## config.mk

```make
export PLATFORM = sky130hd
export DESIGN_NAME = dma_tx_ring_segmenter_top
export DESIGN_NICKNAME = d
export VERILOG_FILES = /design/src/dtrs_pkg.sv /design/src/dma_tx_ring_segmenter_top.sv /design/src/dtrs_ram.sv /design/src/dtrs_fifo.sv /design/src/dtrs_front.sv /design/src/dtrs_mod.sv /design/src/dtrs_back.sv
export SDC_FILE = /design/constraint.sdc
export NUM_CORES = 2
export LEC_CHECK = 0
export ABC_AREA = 1
export BUFFER_PORTS_ARGS = -buffer_cell sky130_fd_sc_hd__buf_2
export CORE_ASPECT_RATIO = 1.5
export CORE_MARGIN = 5
export CORE_UTILIZATION = 53
export DETAILED_ROUTE_END_ITERATION = 8
export GPL_ROUTABILITY_DRIVEN = 0
export PLACE_DENSITY = 0.69
export SYNTH_ARGS = -nofsm -noshare
export SYNTH_HDL_FRONTEND = slang
export SYNTH_SLANG_ARGS = --single-unit
```

## constraint.sdc

```tcl
create_clock -name clk -period 12 [get_ports clk]
set_clock_uncertainty 0.2 [all_clocks]
set_input_delay 0.6 -clock clk [delete_from_list [all_inputs] [get_ports clk]]
set_output_delay 0.6 -clock clk [all_outputs]
set_load 0.01 [all_outputs]
```

## src/dtrs_pkg.sv

```systemverilog
package dtrs_pkg;

  localparam int IDX_W   = 9;
  localparam int DATA_W  = 8;
  localparam int MLEN_W  = 16;
  localparam int TALLY_W = 32;
  localparam int ACT_W   = 2;
  localparam int MODX_W  = 10;
  localparam int MODK_W  = 4;
  localparam int CMD_Q_DEPTH = 2;
  localparam int RES_Q_DEPTH = 2;

  localparam logic [MODK_W-1:0] MOD_K_TOP = 4'd8;
  localparam logic [IDX_W-1:0]  RING_LEN_RESET = 9'd256;

  localparam logic [ACT_W-1:0] ACT_BYTE  = 2'd0;
  localparam logic [ACT_W-1:0] ACT_DONE  = 2'd1;
  localparam logic [ACT_W-1:0] ACT_ERR   = 2'd2;
  localparam logic [ACT_W-1:0] ACT_FETCH = 2'd3;

  typedef struct packed {
    logic [ACT_W-1:0]  action;
    logic [DATA_W-1:0] data_byte;
    logic [MLEN_W-1:0] msg_len;
    logic              first_flag;
    logic              last_flag;
    logic [IDX_W-1:0]  dma_remaining;
    logic [7:0]        fetch_index;
    logic              has_result;
  } cmd_t;

  typedef struct packed {
    logic               accepted;
    logic               start_segment;
    logic [7:0]         seg_start;
    logic [IDX_W-1:0]   seg_len;
    logic               busy_out;
    logic [TALLY_W-1:0] error_tally_out;
    logic [DATA_W-1:0]  read_data;
  } res_t;

  typedef struct packed {
    logic              start;
    logic [MODX_W-1:0] x;
    logic [IDX_W-1:0]  m;
  } mod_req_t;

  typedef struct packed {
    logic             done;
    logic [IDX_W-1:0] r;
  } mod_rsp_t;

endpackage

```

## src/dma_tx_ring_segmenter_top.sv

```systemverilog
// Transmit ring buffer in front of a DMA engine. Words are pushed into a two-entry command
// queue and results are popped from a two-entry result queue, so both sides may stall freely.
// A sequencer works on one word at a time. An error word counts into the error tally, a
// completion word frees the engine or chains a segment, and a fetch reads the ring. A
// message byte is written or dropped, and a first byte that comes while the engine is busy
// has its message start reduced first. A last byte rejects the message, queues it behind a
// busy engine, or queues it and launches a segment. Each ring index reduction goes through
// one shared remainder unit, which takes a fast path while the operand lies below twice the
// ring length, and otherwise runs a shift-and-subtract loop, as after a ring length change.
// Ring contents are undefined until written; there is no clearing pass after reset.
// The user must write ring_length through cfg_wen/cfg_wdata only while no word is in flight;
// the block itself does not enforce this.
module dma_tx_ring_segmenter_top #(
  parameter int RING_DEPTH = 256
) (
  input  logic                         clk,
  input  logic                         rst,
  input  logic                         cfg_wen,
  input  logic [dtrs_pkg::IDX_W-1:0]   cfg_wdata,
  input  logic                         push,
  output logic                         full,
  input  logic [dtrs_pkg::ACT_W-1:0]   action,
  input  logic [dtrs_pkg::DATA_W-1:0]  data_byte,
  input  logic [dtrs_pkg::MLEN_W-1:0]  msg_len,
  input  logic                         first_flag,
  input  logic                         last_flag,
  input  logic [dtrs_pkg::IDX_W-1:0]   dma_remaining,
  input  logic [7:0]                   fetch_index,
  output logic                         empty,
  input  logic                         pop,
  output logic                         accepted,
  output logic                         start_segment,
  output logic [7:0]                   seg_start,
  output logic [dtrs_pkg::IDX_W-1:0]   seg_len,
  output logic                         busy_out,
  output logic [dtrs_pkg::TALLY_W-1:0] error_tally_out,
  output logic [dtrs_pkg::DATA_W-1:0]  read_data
);

  logic [dtrs_pkg::IDX_W-1:0]        ring_length;
  logic                              cmd_valid;
  dtrs_pkg::cmd_t                    cmd;
  logic                              cmd_pop;
  logic                              res_push;
  dtrs_pkg::res_t                    res;
  logic                              res_full;
  logic [$bits(dtrs_pkg::res_t)-1:0] res_q;
  dtrs_pkg::res_t                    head;

  always_ff @(posedge clk) begin
    if (rst) begin
      ring_length <= dtrs_pkg::RING_LEN_RESET;
    end else if (cfg_wen) begin
      ring_length <= cfg_wdata;
    end
  end

  dtrs_front u_front (
    .clk           (clk),
    .rst           (rst),
    .push          (push),
    .full          (full),
    .action        (action),
    .data_byte     (data_byte),
    .msg_len       (msg_len),
    .first_flag    (first_flag),
    .last_flag     (last_flag),
    .dma_remaining (dma_remaining),
    .fetch_index   (fetch_index),
    .cmd_valid     (cmd_valid),
    .cmd           (cmd),
    .cmd_pop       (cmd_pop)
  );

  dtrs_back #(
    .RING_DEPTH (RING_DEPTH)
  ) u_back (
    .clk         (clk),
    .rst         (rst),
    .cmd_valid   (cmd_valid),
    .cmd         (cmd),
    .cmd_pop     (cmd_pop),
    .res_space   (!res_full),
    .res_push    (res_push),
    .res         (res),
    .ring_length (ring_length)
  );

  dtrs_fifo #(
    .W     ($bits(dtrs_pkg::res_t)),
    .DEPTH (dtrs_pkg::RES_Q_DEPTH)
  ) u_res_q (
    .clk   (clk),
    .rst   (rst),
    .push  (res_push),
    .wdata (res),
    .full  (res_full),
    .pop   (pop),
    .rdata (res_q),
    .empty (empty)
  );

  assign head            = dtrs_pkg::res_t'(res_q);
  assign accepted        = head.accepted;
  assign start_segment   = head.start_segment;
  assign seg_start       = head.seg_start;
  assign seg_len         = head.seg_len;
  assign busy_out        = head.busy_out;
  assign error_tally_out = head.error_tally_out;
  assign read_data       = head.read_data;

endmodule

```

## src/dtrs_ram.sv

```systemverilog
module dtrs_ram #(
  parameter int W     = 8,
  parameter int DEPTH = 256
) (
  input  logic                     clk,
  input  logic                     we,
  input  logic [$clog2(DEPTH)-1:0] waddr,
  input  logic [W-1:0]             wdata,
  input  logic [$clog2(DEPTH)-1:0] raddr,
  output logic [W-1:0]             rdata
);

  logic [W-1:0] mem [DEPTH];

  always_ff @(posedge clk) begin
    if (we) begin
      mem[waddr] <= wdata;
    end
    rdata <= mem[raddr];
  end

endmodule

```

## src/dtrs_fifo.sv

```systemverilog
module dtrs_fifo #(
  parameter int W     = 8,
  parameter int DEPTH = 2
) (
  input  logic         clk,
  input  logic         rst,
  input  logic         push,
  input  logic [W-1:0] wdata,
  output logic         full,
  input  logic         pop,
  output logic [W-1:0] rdata,
  output logic         empty
);

  localparam int AW = (DEPTH > 1) ? $clog2(DEPTH) : 1;
  localparam int CW = $clog2(DEPTH + 1);

  logic [W-1:0]  mem [DEPTH];
  logic [AW-1:0] wr_ptr;
  logic [AW-1:0] rd_ptr;
  logic [CW-1:0] count;
  logic          do_push;
  logic          do_pop;

  assign full    = (count == CW'(DEPTH));
  assign empty   = (count == '0);
  assign do_push = push && !full;
  assign do_pop  = pop && !empty;
  assign rdata   = mem[rd_ptr];

  always_ff @(posedge clk) begin
    if (do_push) begin
      mem[wr_ptr] <= wdata;
    end
  end

  always_ff @(posedge clk) begin
    if (rst) begin
      wr_ptr <= '0;
      rd_ptr <= '0;
      count  <= '0;
    end else begin
      if (do_push) begin
        wr_ptr <= (wr_ptr == AW'(DEPTH - 1)) ? '0 : wr_ptr + 1'b1;
      end
      if (do_pop) begin
        rd_ptr <= (rd_ptr == AW'(DEPTH - 1)) ? '0 : rd_ptr + 1'b1;
      end
      if (do_push && !do_pop) begin
        count <= count + 1'b1;
      end else if (do_pop && !do_push) begin
        count <= count - 1'b1;
      end
    end
  end

endmodule

```

## src/dtrs_front.sv

```systemverilog
module dtrs_front (
  input  logic                        clk,
  input  logic                        rst,
  input  logic                        push,
  output logic                        full,
  input  logic [dtrs_pkg::ACT_W-1:0]  action,
  input  logic [dtrs_pkg::DATA_W-1:0] data_byte,
  input  logic [dtrs_pkg::MLEN_W-1:0] msg_len,
  input  logic                        first_flag,
  input  logic                        last_flag,
  input  logic [dtrs_pkg::IDX_W-1:0]  dma_remaining,
  input  logic [7:0]                  fetch_index,
  output logic                        cmd_valid,
  output dtrs_pkg::cmd_t              cmd,
  input  logic                        cmd_pop
);

  dtrs_pkg::cmd_t                  word;
  logic [$bits(dtrs_pkg::cmd_t)-1:0] q_data;
  logic                            q_empty;

  // a message byte without the last mark produces no result
  always_comb begin
    word.action        = action;
    word.data_byte     = data_byte;
    word.msg_len       = msg_len;
    word.first_flag    = first_flag;
    word.last_flag     = last_flag;
    word.dma_remaining = dma_remaining;
    word.fetch_index   = fetch_index;
    word.has_result    = !((action == dtrs_pkg::ACT_BYTE) && !last_flag);
  end

  dtrs_fifo #(
    .W     ($bits(dtrs_pkg::cmd_t)),
    .DEPTH (dtrs_pkg::CMD_Q_DEPTH)
  ) u_cmd_q (
    .clk   (clk),
    .rst   (rst),
    .push  (push),
    .wdata (word),
    .full  (full),
    .pop   (cmd_pop),
    .rdata (q_data),
    .empty (q_empty)
  );

  assign cmd_valid = !q_empty;
  assign cmd       = dtrs_pkg::cmd_t'(q_data);

endmodule

```

## src/dtrs_mod.sv

```systemverilog
module dtrs_mod (
  input  logic               clk,
  input  logic               rst,
  input  dtrs_pkg::mod_req_t req,
  output dtrs_pkg::mod_rsp_t rsp
);

  localparam int SW = 2 * dtrs_pkg::IDX_W;

  logic                        run;
  logic                        run_next;
  logic                        done;
  logic                        done_next;
  logic [dtrs_pkg::MODK_W-1:0] k;
  logic [dtrs_pkg::MODK_W-1:0] k_next;
  logic [dtrs_pkg::MODX_W-1:0] acc;
  logic [dtrs_pkg::MODX_W-1:0] acc_next;
  logic [dtrs_pkg::IDX_W-1:0]  m;
  logic [dtrs_pkg::IDX_W-1:0]  m_next;
  logic [SW-1:0]               wide;

  always_comb begin
    run_next  = run;
    done_next = 1'b0;
    k_next    = k;
    acc_next  = acc;
    m_next    = m;
    wide      = SW'(m) << k;
    if (run) begin
      if (SW'(acc) >= wide) begin
        acc_next = acc - dtrs_pkg::MODX_W'(wide);
      end
      if (k == '0) begin
        run_next  = 1'b0;
        done_next = 1'b1;
      end else begin
        k_next = k - 1'b1;
      end
    end else if (req.start) begin
      m_next = req.m;
      if (req.x < dtrs_pkg::MODX_W'(req.m)) begin
        acc_next  = req.x;
        done_next = 1'b1;
      end else if (req.x < {req.m, 1'b0}) begin
        acc_next  = req.x - dtrs_pkg::MODX_W'(req.m);
        done_next = 1'b1;
      end else begin
        acc_next = req.x;
        k_next   = dtrs_pkg::MOD_K_TOP;
        run_next = 1'b1;
      end
    end
  end

  always_ff @(posedge clk) begin
    if (rst) begin
      run  <= 1'b0;
      done <= 1'b0;
    end else begin
      run  <= run_next;
      done <= done_next;
    end
    k   <= k_next;
    acc <= acc_next;
    m   <= m_next;
  end

  assign rsp.done = done;
  assign rsp.r    = acc[dtrs_pkg::IDX_W-1:0];

endmodule

```

## src/dtrs_back.sv

```systemverilog
module dtrs_back #(
  parameter int RING_DEPTH = 256
) (
  input  logic                       clk,
  input  logic                       rst,
  input  logic                       cmd_valid,
  input  dtrs_pkg::cmd_t             cmd,
  output logic                       cmd_pop,
  input  logic                       res_space,
  output logic                       res_push,
  output dtrs_pkg::res_t             res,
  input  logic [dtrs_pkg::IDX_W-1:0] ring_length
);

  localparam int AW = $clog2(RING_DEPTH);
  localparam int IW = dtrs_pkg::IDX_W;
  localparam int XW = dtrs_pkg::MODX_W;
  localparam int OW = 18;

  localparam logic [3:0] ST_IDLE   = 4'd0;
  localparam logic [3:0] ST_DISP   = 4'd1;
  localparam logic [3:0] ST_MS     = 4'd2;
  localparam logic [3:0] ST_BYTE   = 4'd3;
  localparam logic [3:0] ST_WP     = 4'd4;
  localparam logic [3:0] ST_TAIL   = 4'd5;
  localparam logic [3:0] ST_WT     = 4'd6;
  localparam logic [3:0] ST_LAUNCH = 4'd7;
  localparam logic [3:0] ST_FETCH  = 4'd8;
  localparam logic [3:0] ST_REPORT = 4'd9;

  logic [3:0]                   state, state_next;
  dtrs_pkg::cmd_t               c, c_next;
  dtrs_pkg::res_t               rep, rep_next;
  logic [IW-1:0]                write_top, write_top_next;
  logic [IW-1:0]                send_top, send_top_next;
  logic                         busy, busy_next;
  logic [dtrs_pkg::TALLY_W-1:0] error_tally, error_tally_next;
  logic                         msg_ok, msg_ok_next;
  logic [IW-1:0]                write_ptr, write_ptr_next;
  logic [IW-1:0]                msg_start, msg_start_next;
  logic [IW-1:0]                held_len, held_len_next;
  logic [IW-1:0]                held_count, held_count_next;

  logic [IW-1:0]                len;
  logic                         len_ok;
  logic                         fetch_ok;
  logic                         wp_ok;
  logic signed [OW-1:0]         occ;
  logic signed [OW-1:0]         room;
  logic                         fit;

  dtrs_pkg::mod_req_t           mod_req;
  dtrs_pkg::mod_rsp_t           mod_rsp;

  logic                         ram_we;
  logic [AW-1:0]                ram_waddr;
  logic [AW-1:0]                ram_raddr;
  logic [dtrs_pkg::DATA_W-1:0]  ram_rdata;

  // ring length in use, held between two and the ring depth
  always_comb begin
    if (ring_length < IW'(2)) begin
      len = IW'(2);
    end else if (32'(ring_length) > RING_DEPTH) begin
      len = IW'(RING_DEPTH);
    end else begin
      len = ring_length;
    end
  end

  assign len_ok   = (c.msg_len != '0) && (32'(c.msg_len) <= 32'(len));
  assign fetch_ok = 32'(c.fetch_index) < RING_DEPTH;
  assign wp_ok    = 32'(write_ptr) < RING_DEPTH;

  // bytes in flight while the engine is busy, and room left for a new word run
  always_comb begin
    if (send_top > write_top) begin
      occ = $signed(OW'(write_top)) + $signed(OW'(len)) + $signed(OW'(c.dma_remaining))
            - $signed(OW'(send_top));
    end else begin
      occ = $signed(OW'(write_top)) - $signed(OW'(send_top))
            + $signed(OW'(c.dma_remaining));
    end
    room = $signed(OW'(len)) - occ;
    fit  = !occ[OW-1] && ($signed(OW'(c.msg_len)) <= room);
  end

  always_comb begin
    state_next       = state;
    c_next           = c;
    rep_next         = rep;
    write_top_next   = write_top;
    send_top_next    = send_top;
    busy_next        = busy;
    error_tally_next = error_tally;
    msg_ok_next      = msg_ok;
    write_ptr_next   = write_ptr;
    msg_start_next   = msg_start;
    held_len_next    = held_len;
    held_count_next  = held_count;
    cmd_pop          = 1'b0;
    res_push         = 1'b0;
    mod_req.start    = 1'b0;
    mod_req.x        = '0;
    mod_req.m        = len;
    ram_we           = 1'b0;
    ram_waddr        = AW'(write_ptr);
    ram_raddr        = AW'(c.fetch_index);
    res                 = rep;
    res.busy_out        = busy;
    res.error_tally_out = error_tally;

    case (state)
      ST_IDLE: begin
        if (cmd_valid && res_space) begin
          cmd_pop    = 1'b1;
          c_next     = cmd;
          rep_next   = '0;
          state_next = ST_DISP;
        end
      end
      ST_DISP: begin
        case (c.action)
          dtrs_pkg::ACT_BYTE: begin
            state_next = ST_BYTE;
            if (c.first_flag) begin
              msg_ok_next = 1'b0;
              if (len_ok) begin
                if (busy) begin
                  if (fit) begin
                    mod_req.start = 1'b1;
                    mod_req.x     = XW'(write_top) + XW'(1);
                    state_next    = ST_MS;
                  end
                end else begin
                  write_top_next  = '0;
                  send_top_next   = '0;
                  msg_start_next  = '0;
                  write_ptr_next  = '0;
                  msg_ok_next     = 1'b1;
                  held_len_next   = c.msg_len[IW-1:0];
                  held_count_next = '0;
                end
              end
            end
          end
          dtrs_pkg::ACT_DONE: begin
            state_next = ST_REPORT;
            if (busy) begin
              if (send_top != write_top) begin
                mod_req.start = 1'b1;
                mod_req.x     = XW'(send_top) + XW'(1);
                state_next    = ST_LAUNCH;
              end else begin
                busy_next = 1'b0;
              end
            end
          end
          dtrs_pkg::ACT_ERR: begin
            error_tally_next = error_tally + 1'b1;
            state_next       = ST_REPORT;
          end
          default: begin
            state_next = ST_FETCH;
          end
        endcase
      end
      ST_MS: begin
        if (mod_rsp.done) begin
          msg_start_next  = mod_rsp.r;
          write_ptr_next  = mod_rsp.r;
          msg_ok_next     = 1'b1;
          held_len_next   = c.msg_len[IW-1:0];
          held_count_next = '0;
          state_next      = ST_BYTE;
        end
      end
      ST_BYTE: begin
        state_next = ST_TAIL;
        if (msg_ok && (held_count < held_len)) begin
          ram_we          = wp_ok;
          held_count_next = held_count + 1'b1;
          mod_req.start   = 1'b1;
          mod_req.x       = XW'(write_ptr) + XW'(1);
          state_next      = ST_WP;
        end
      end
      ST_WP: begin
        if (mod_rsp.done) begin
          write_ptr_next = mod_rsp.r;
          state_next     = ST_TAIL;
        end
      end
      ST_TAIL: begin
        if (!c.last_flag) begin
          state_next = ST_IDLE;
        end else begin
          msg_ok_next = 1'b0;
          if (msg_ok && (held_count != '0)) begin
            rep_next.accepted = 1'b1;
            mod_req.start     = 1'b1;
            mod_req.x         = XW'(write_ptr) + XW'(len) - XW'(1);
            state_next        = ST_WT;
          end else begin
            state_next = ST_REPORT;
          end
        end
      end
      ST_WT: begin
        if (mod_rsp.done) begin
          write_top_next = mod_rsp.r;
          if (!busy) begin
            mod_req.start = 1'b1;
            mod_req.x     = XW'(msg_start);
            state_next    = ST_LAUNCH;
          end else begin
            state_next = ST_REPORT;
          end
        end
      end
      ST_LAUNCH: begin
        if (mod_rsp.done) begin
          busy_next              = 1'b1;
          rep_next.start_segment = 1'b1;
          rep_next.seg_start     = mod_rsp.r[7:0];
          if (mod_rsp.r > write_top) begin
            rep_next.seg_len = len - mod_rsp.r;
            send_top_next    = len - 1'b1;
          end else begin
            rep_next.seg_len = write_top - mod_rsp.r + 1'b1;
            send_top_next    = write_top;
          end
          state_next = ST_REPORT;
        end
      end
      ST_FETCH: begin
        rep_next.read_data = fetch_ok ? ram_rdata : '0;
        state_next         = ST_REPORT;
      end
      ST_REPORT: begin
        res_push   = c.has_result;
        state_next = ST_IDLE;
      end
      default: begin
        state_next = ST_IDLE;
      end
    endcase
  end

  always_ff @(posedge clk) begin
    if (rst) begin
      state       <= ST_IDLE;
      write_top   <= '0;
      send_top    <= '0;
      busy        <= 1'b0;
      error_tally <= '0;
      msg_ok      <= 1'b0;
      write_ptr   <= '0;
      msg_start   <= '0;
      held_len    <= '0;
      held_count  <= '0;
    end else begin
      state       <= state_next;
      write_top   <= write_top_next;
      send_top    <= send_top_next;
      busy        <= busy_next;
      error_tally <= error_tally_next;
      msg_ok      <= msg_ok_next;
      write_ptr   <= write_ptr_next;
      msg_start   <= msg_start_next;
      held_len    <= held_len_next;
      held_count  <= held_count_next;
    end
    c   <= c_next;
    rep <= rep_next;
  end

  dtrs_mod u_mod (
    .clk (clk),
    .rst (rst),
    .req (mod_req),
    .rsp (mod_rsp)
  );

  dtrs_ram #(
    .W     (dtrs_pkg::DATA_W),
    .DEPTH (RING_DEPTH)
  ) u_ring (
    .clk   (clk),
    .we    (ram_we),
    .waddr (ram_waddr),
    .wdata (c.data_byte),
    .raddr (ram_raddr),
    .rdata (ram_rdata)
  );

endmodule

```

==> flow_summary.toml <==
[synthesis]
synth_cell_type_count = 56
synth_ff_type = "edfxtp_1"
ys_async_sr_fraction = 0
synth_area_leader_cell = "edfxtp_1"
synth_top_area_share = 0.680
synth_fp_nets = 8976
synth_cells = 8727
ys_ff_latch = 2476
synth.area.top_cells = "edfxtp_1, o21ai_0, nor2_1, o22ai_1, dfxtp_1"
synth_edf_count = 2356
yosys_warnings = 0
syn_area_um2 = 104000
syn_avg_cell_area_um2 = 11.9
synth_commonest_cells = "edfxtp_1, nor2_1, o21ai_0"
synth_seq_area_share = 0.703
yosysMostFrequentCell = "edfxtp_1"

[flow_run]
maxCapViolations = 0

[power_and_ir_drop]
p_int_mw = 17.8
netSwitchingPower_mw = 11.8
pwr_density_cell_nw_per_um2 = 258
seqPwrFrac = 0.377
pwr-share-comb = 0.386
ir_drop_v = 0.000264
p_sw_frac = 0.398
p_leak_nw = 38.1
power.total_mw = 29.5
pwr-share-clk = 0.237

[worst_setup_path]
crit_path_frequent_cell = "nand2_1"
start_kind = "flop"
rrSetupSlack_ns = 1.27
path_max_fanout = 13
critPathMaxStageDelay_ns = 0.69
cpMaxStageDelayCell = "dfxtp_1"
critical_path_buf_inv_count = 6
critPathRequiredTime_ns = 12.42
worst-setup-path-type = "reg2reg"
arrival_ns = 11.15
critical_path.top_delay_family = "simple AND/OR/NAND/NOR gates"
cp-end-kind = "flop"

[sta]
fin_setup_tns_ns = 0
relSlewSlack = 0.128
worstMarginPinSlew_ns = 1.30
period_share = 0.894
rsz0062_at_grt = "no"
hold_viol = 0
fin_crit_ns = 10.73
timing.fmax_ghz = 0.0932
hold_ws_ns = 0.0630
slew_violations = 0
finalSetupViolCount = 0

[clock_network]
clk_latency_ns = 0.87
clk_pin_slew_ns = 0.07
numCtsBuffers = 222
cts_tree = "yes"
cts.htree.levels = 4
cts_sinks = 2476
clk_path_buf_depth = 4
post_cts_buffers = 0
cts-root-buf = "clkbuf_16"
cts_resized = 0

[global_routing]
grt_max_degree = 231
grt_pass1_vias = 68281
gr-total-overflow = 0
grt_use_total = 0.273
grt_pass1_wl_um = 429000
antenna_found_initial = 10

[place]
hpwl_um = 170000
portBuffers = 120
placed_area_um2 = 107000

[die]
die_height_um = 553
core_area_um2 = 196000
row_count = 199
die_w_um = 372
ios = 121
initial_core_util = 0.532
die-area_um2 = 206000

[routing]
viasPerCell = 6.18
vias = 70929
drtPass1Iterations = 7
ant_nets = 0
drc = 0
drtIter0Drc = 8910
wire_per_inst_um = 25.1
wl_um = 289000

[finish]
area_delta_synth_final_pct = 10.1
nets = 8942
fin_util = 0.586
drive_gt1_frac = 0.0743
stdcell_area_um2 = 115000

[outcome]
status = "completed"

[min_path]
min_path_type = "in2reg"
==> through the flow <==
| stage | std cells | setup WS, ns |
|---|---|---|
| finish | 11485 | 1.27 |
| global route | 11482 | 0.334 |
| CTS | 11480 | 1.49 |
| detailed placement | 11020 | 1.51 |
| global placement | 11020 | 1.65 |
| floorplan | 8727 | 3.16 |
==> cell usage in the layout, fill, tap and decap left out, types with 36 or more instances in the layout <==
cell	synthesis	final
a21oi_1	195	194
buf_2	54	121
buf_4	2	78
clkbuf_1	455	43
clkbuf_16	0	224
clkinv_1	7	62
dfxtp_1	120	118
dlygate4sd3_1	0	61
edfxtp_1	2356	2356
ha_1	171	171
inv_1	321	318
mux2_2	60	60
nand2_1	544	544
nand3_1	92	77
nor2_1	1855	1850
nor3_1	55	54
o21ai_0	1427	1427
o22ai_1	649	649
o32ai_1	36	36
xor2_1	46	46
==> worst paths after layout <==
| kind | startpoint | cells after the start | endpoint |
|---|---|---|---|
| worst max-delay path | ring_length[8] | 59 | u_back.u_mod.acc[3] |
| worst min-delay path | cfg_wen | 3 | ring_length[6] |
| worst max register to register | ring_length[8] | 59 | u_back.u_mod.acc[3] |
| worst min register to register | u_back.res[51] | 0 | u_res_q.mem[0][51] |
==> state kept, by name, indices dropped and copies added, names as in the netlist, 4 cells and up, named ones only <==
register / flops
ring_length: 9
u_back.c: 38
u_back.error_tally: 32
u_back.held_count: 9
u_back.held_len: 9
u_back.msg_start: 9
u_back.ram_raddr: 8
u_back.res: 27
u_back.send_top: 9
u_back.state: 4
u_back.u_mod.acc: 10
u_back.u_mod.k: 4
u_back.u_mod.m: 9
u_back.u_ring.mem: 2048
u_back.u_ring.rdata: 8
u_back.write_ptr: 9
u_back.write_top: 9
u_front.u_cmd_q.mem: 92
u_res_q.mem: 120
==> per-layer routing <==
metal  vias to the layer above  GRT usage  share of wire
met5                         -          0       0.000076
met4                         4      0.154          0.066
met3                       862     0.0486          0.088
met2                      3758      0.451           0.49
met1                     34618      0.342           0.36
li1                      31687          -              -
==> tightest hold or removal path, cell delays in order <==
cell and delay (ns):
buf_2 0.15, inv_1 0.18, a21oi_1 0.16
==> repair_timing <==
item | in CTS | in global routing
hold buffers | 61 | 0
setup endpoints to repair | 0 | 0
endpoints found under the hold margin | 103 | 0
==> cell type report <==
class	count	area, um2
diodes	4	10.0
clock buffers	272	5840
clock inverters	127	1160
fillers	15289	81100
inverters	333	1270
multi-input cells	5381	27700
flip-flops and latches	2476	73200
well taps	2613	3270
repair buffers	279	2180
==> logic make-up after synthesis <==
| logic type | Yosys count | share of synthesized area |
|---|---|---|
| AOI/OAI and AO/OA | 2411 | 0.127 |
| xor gates and xnor gates | 66 | 0.00555 |
| adders and majority gates | 190 | 0.0242 |
| buffers and inverters | 870 | 0.0323 |
| DFF | 2476 | 0.703 |
| muxes | 62 | 0.00668 |
| and+or+nand+nor | 2652 | 0.101 |
==> power groups by stage <==
stage	Combinational, mW	Clock, mW	Sequential, mW
after floorplan	6.75	0	11.8
after global placement	10.9	0	11.3
after detailed placement	11.1	0	11.3
after CTS	11.2	7.06	11.1
after global routing	12.4	7.40	11.1
final	11.4	6.99	11.1
(Power assumes the default switching activity.)
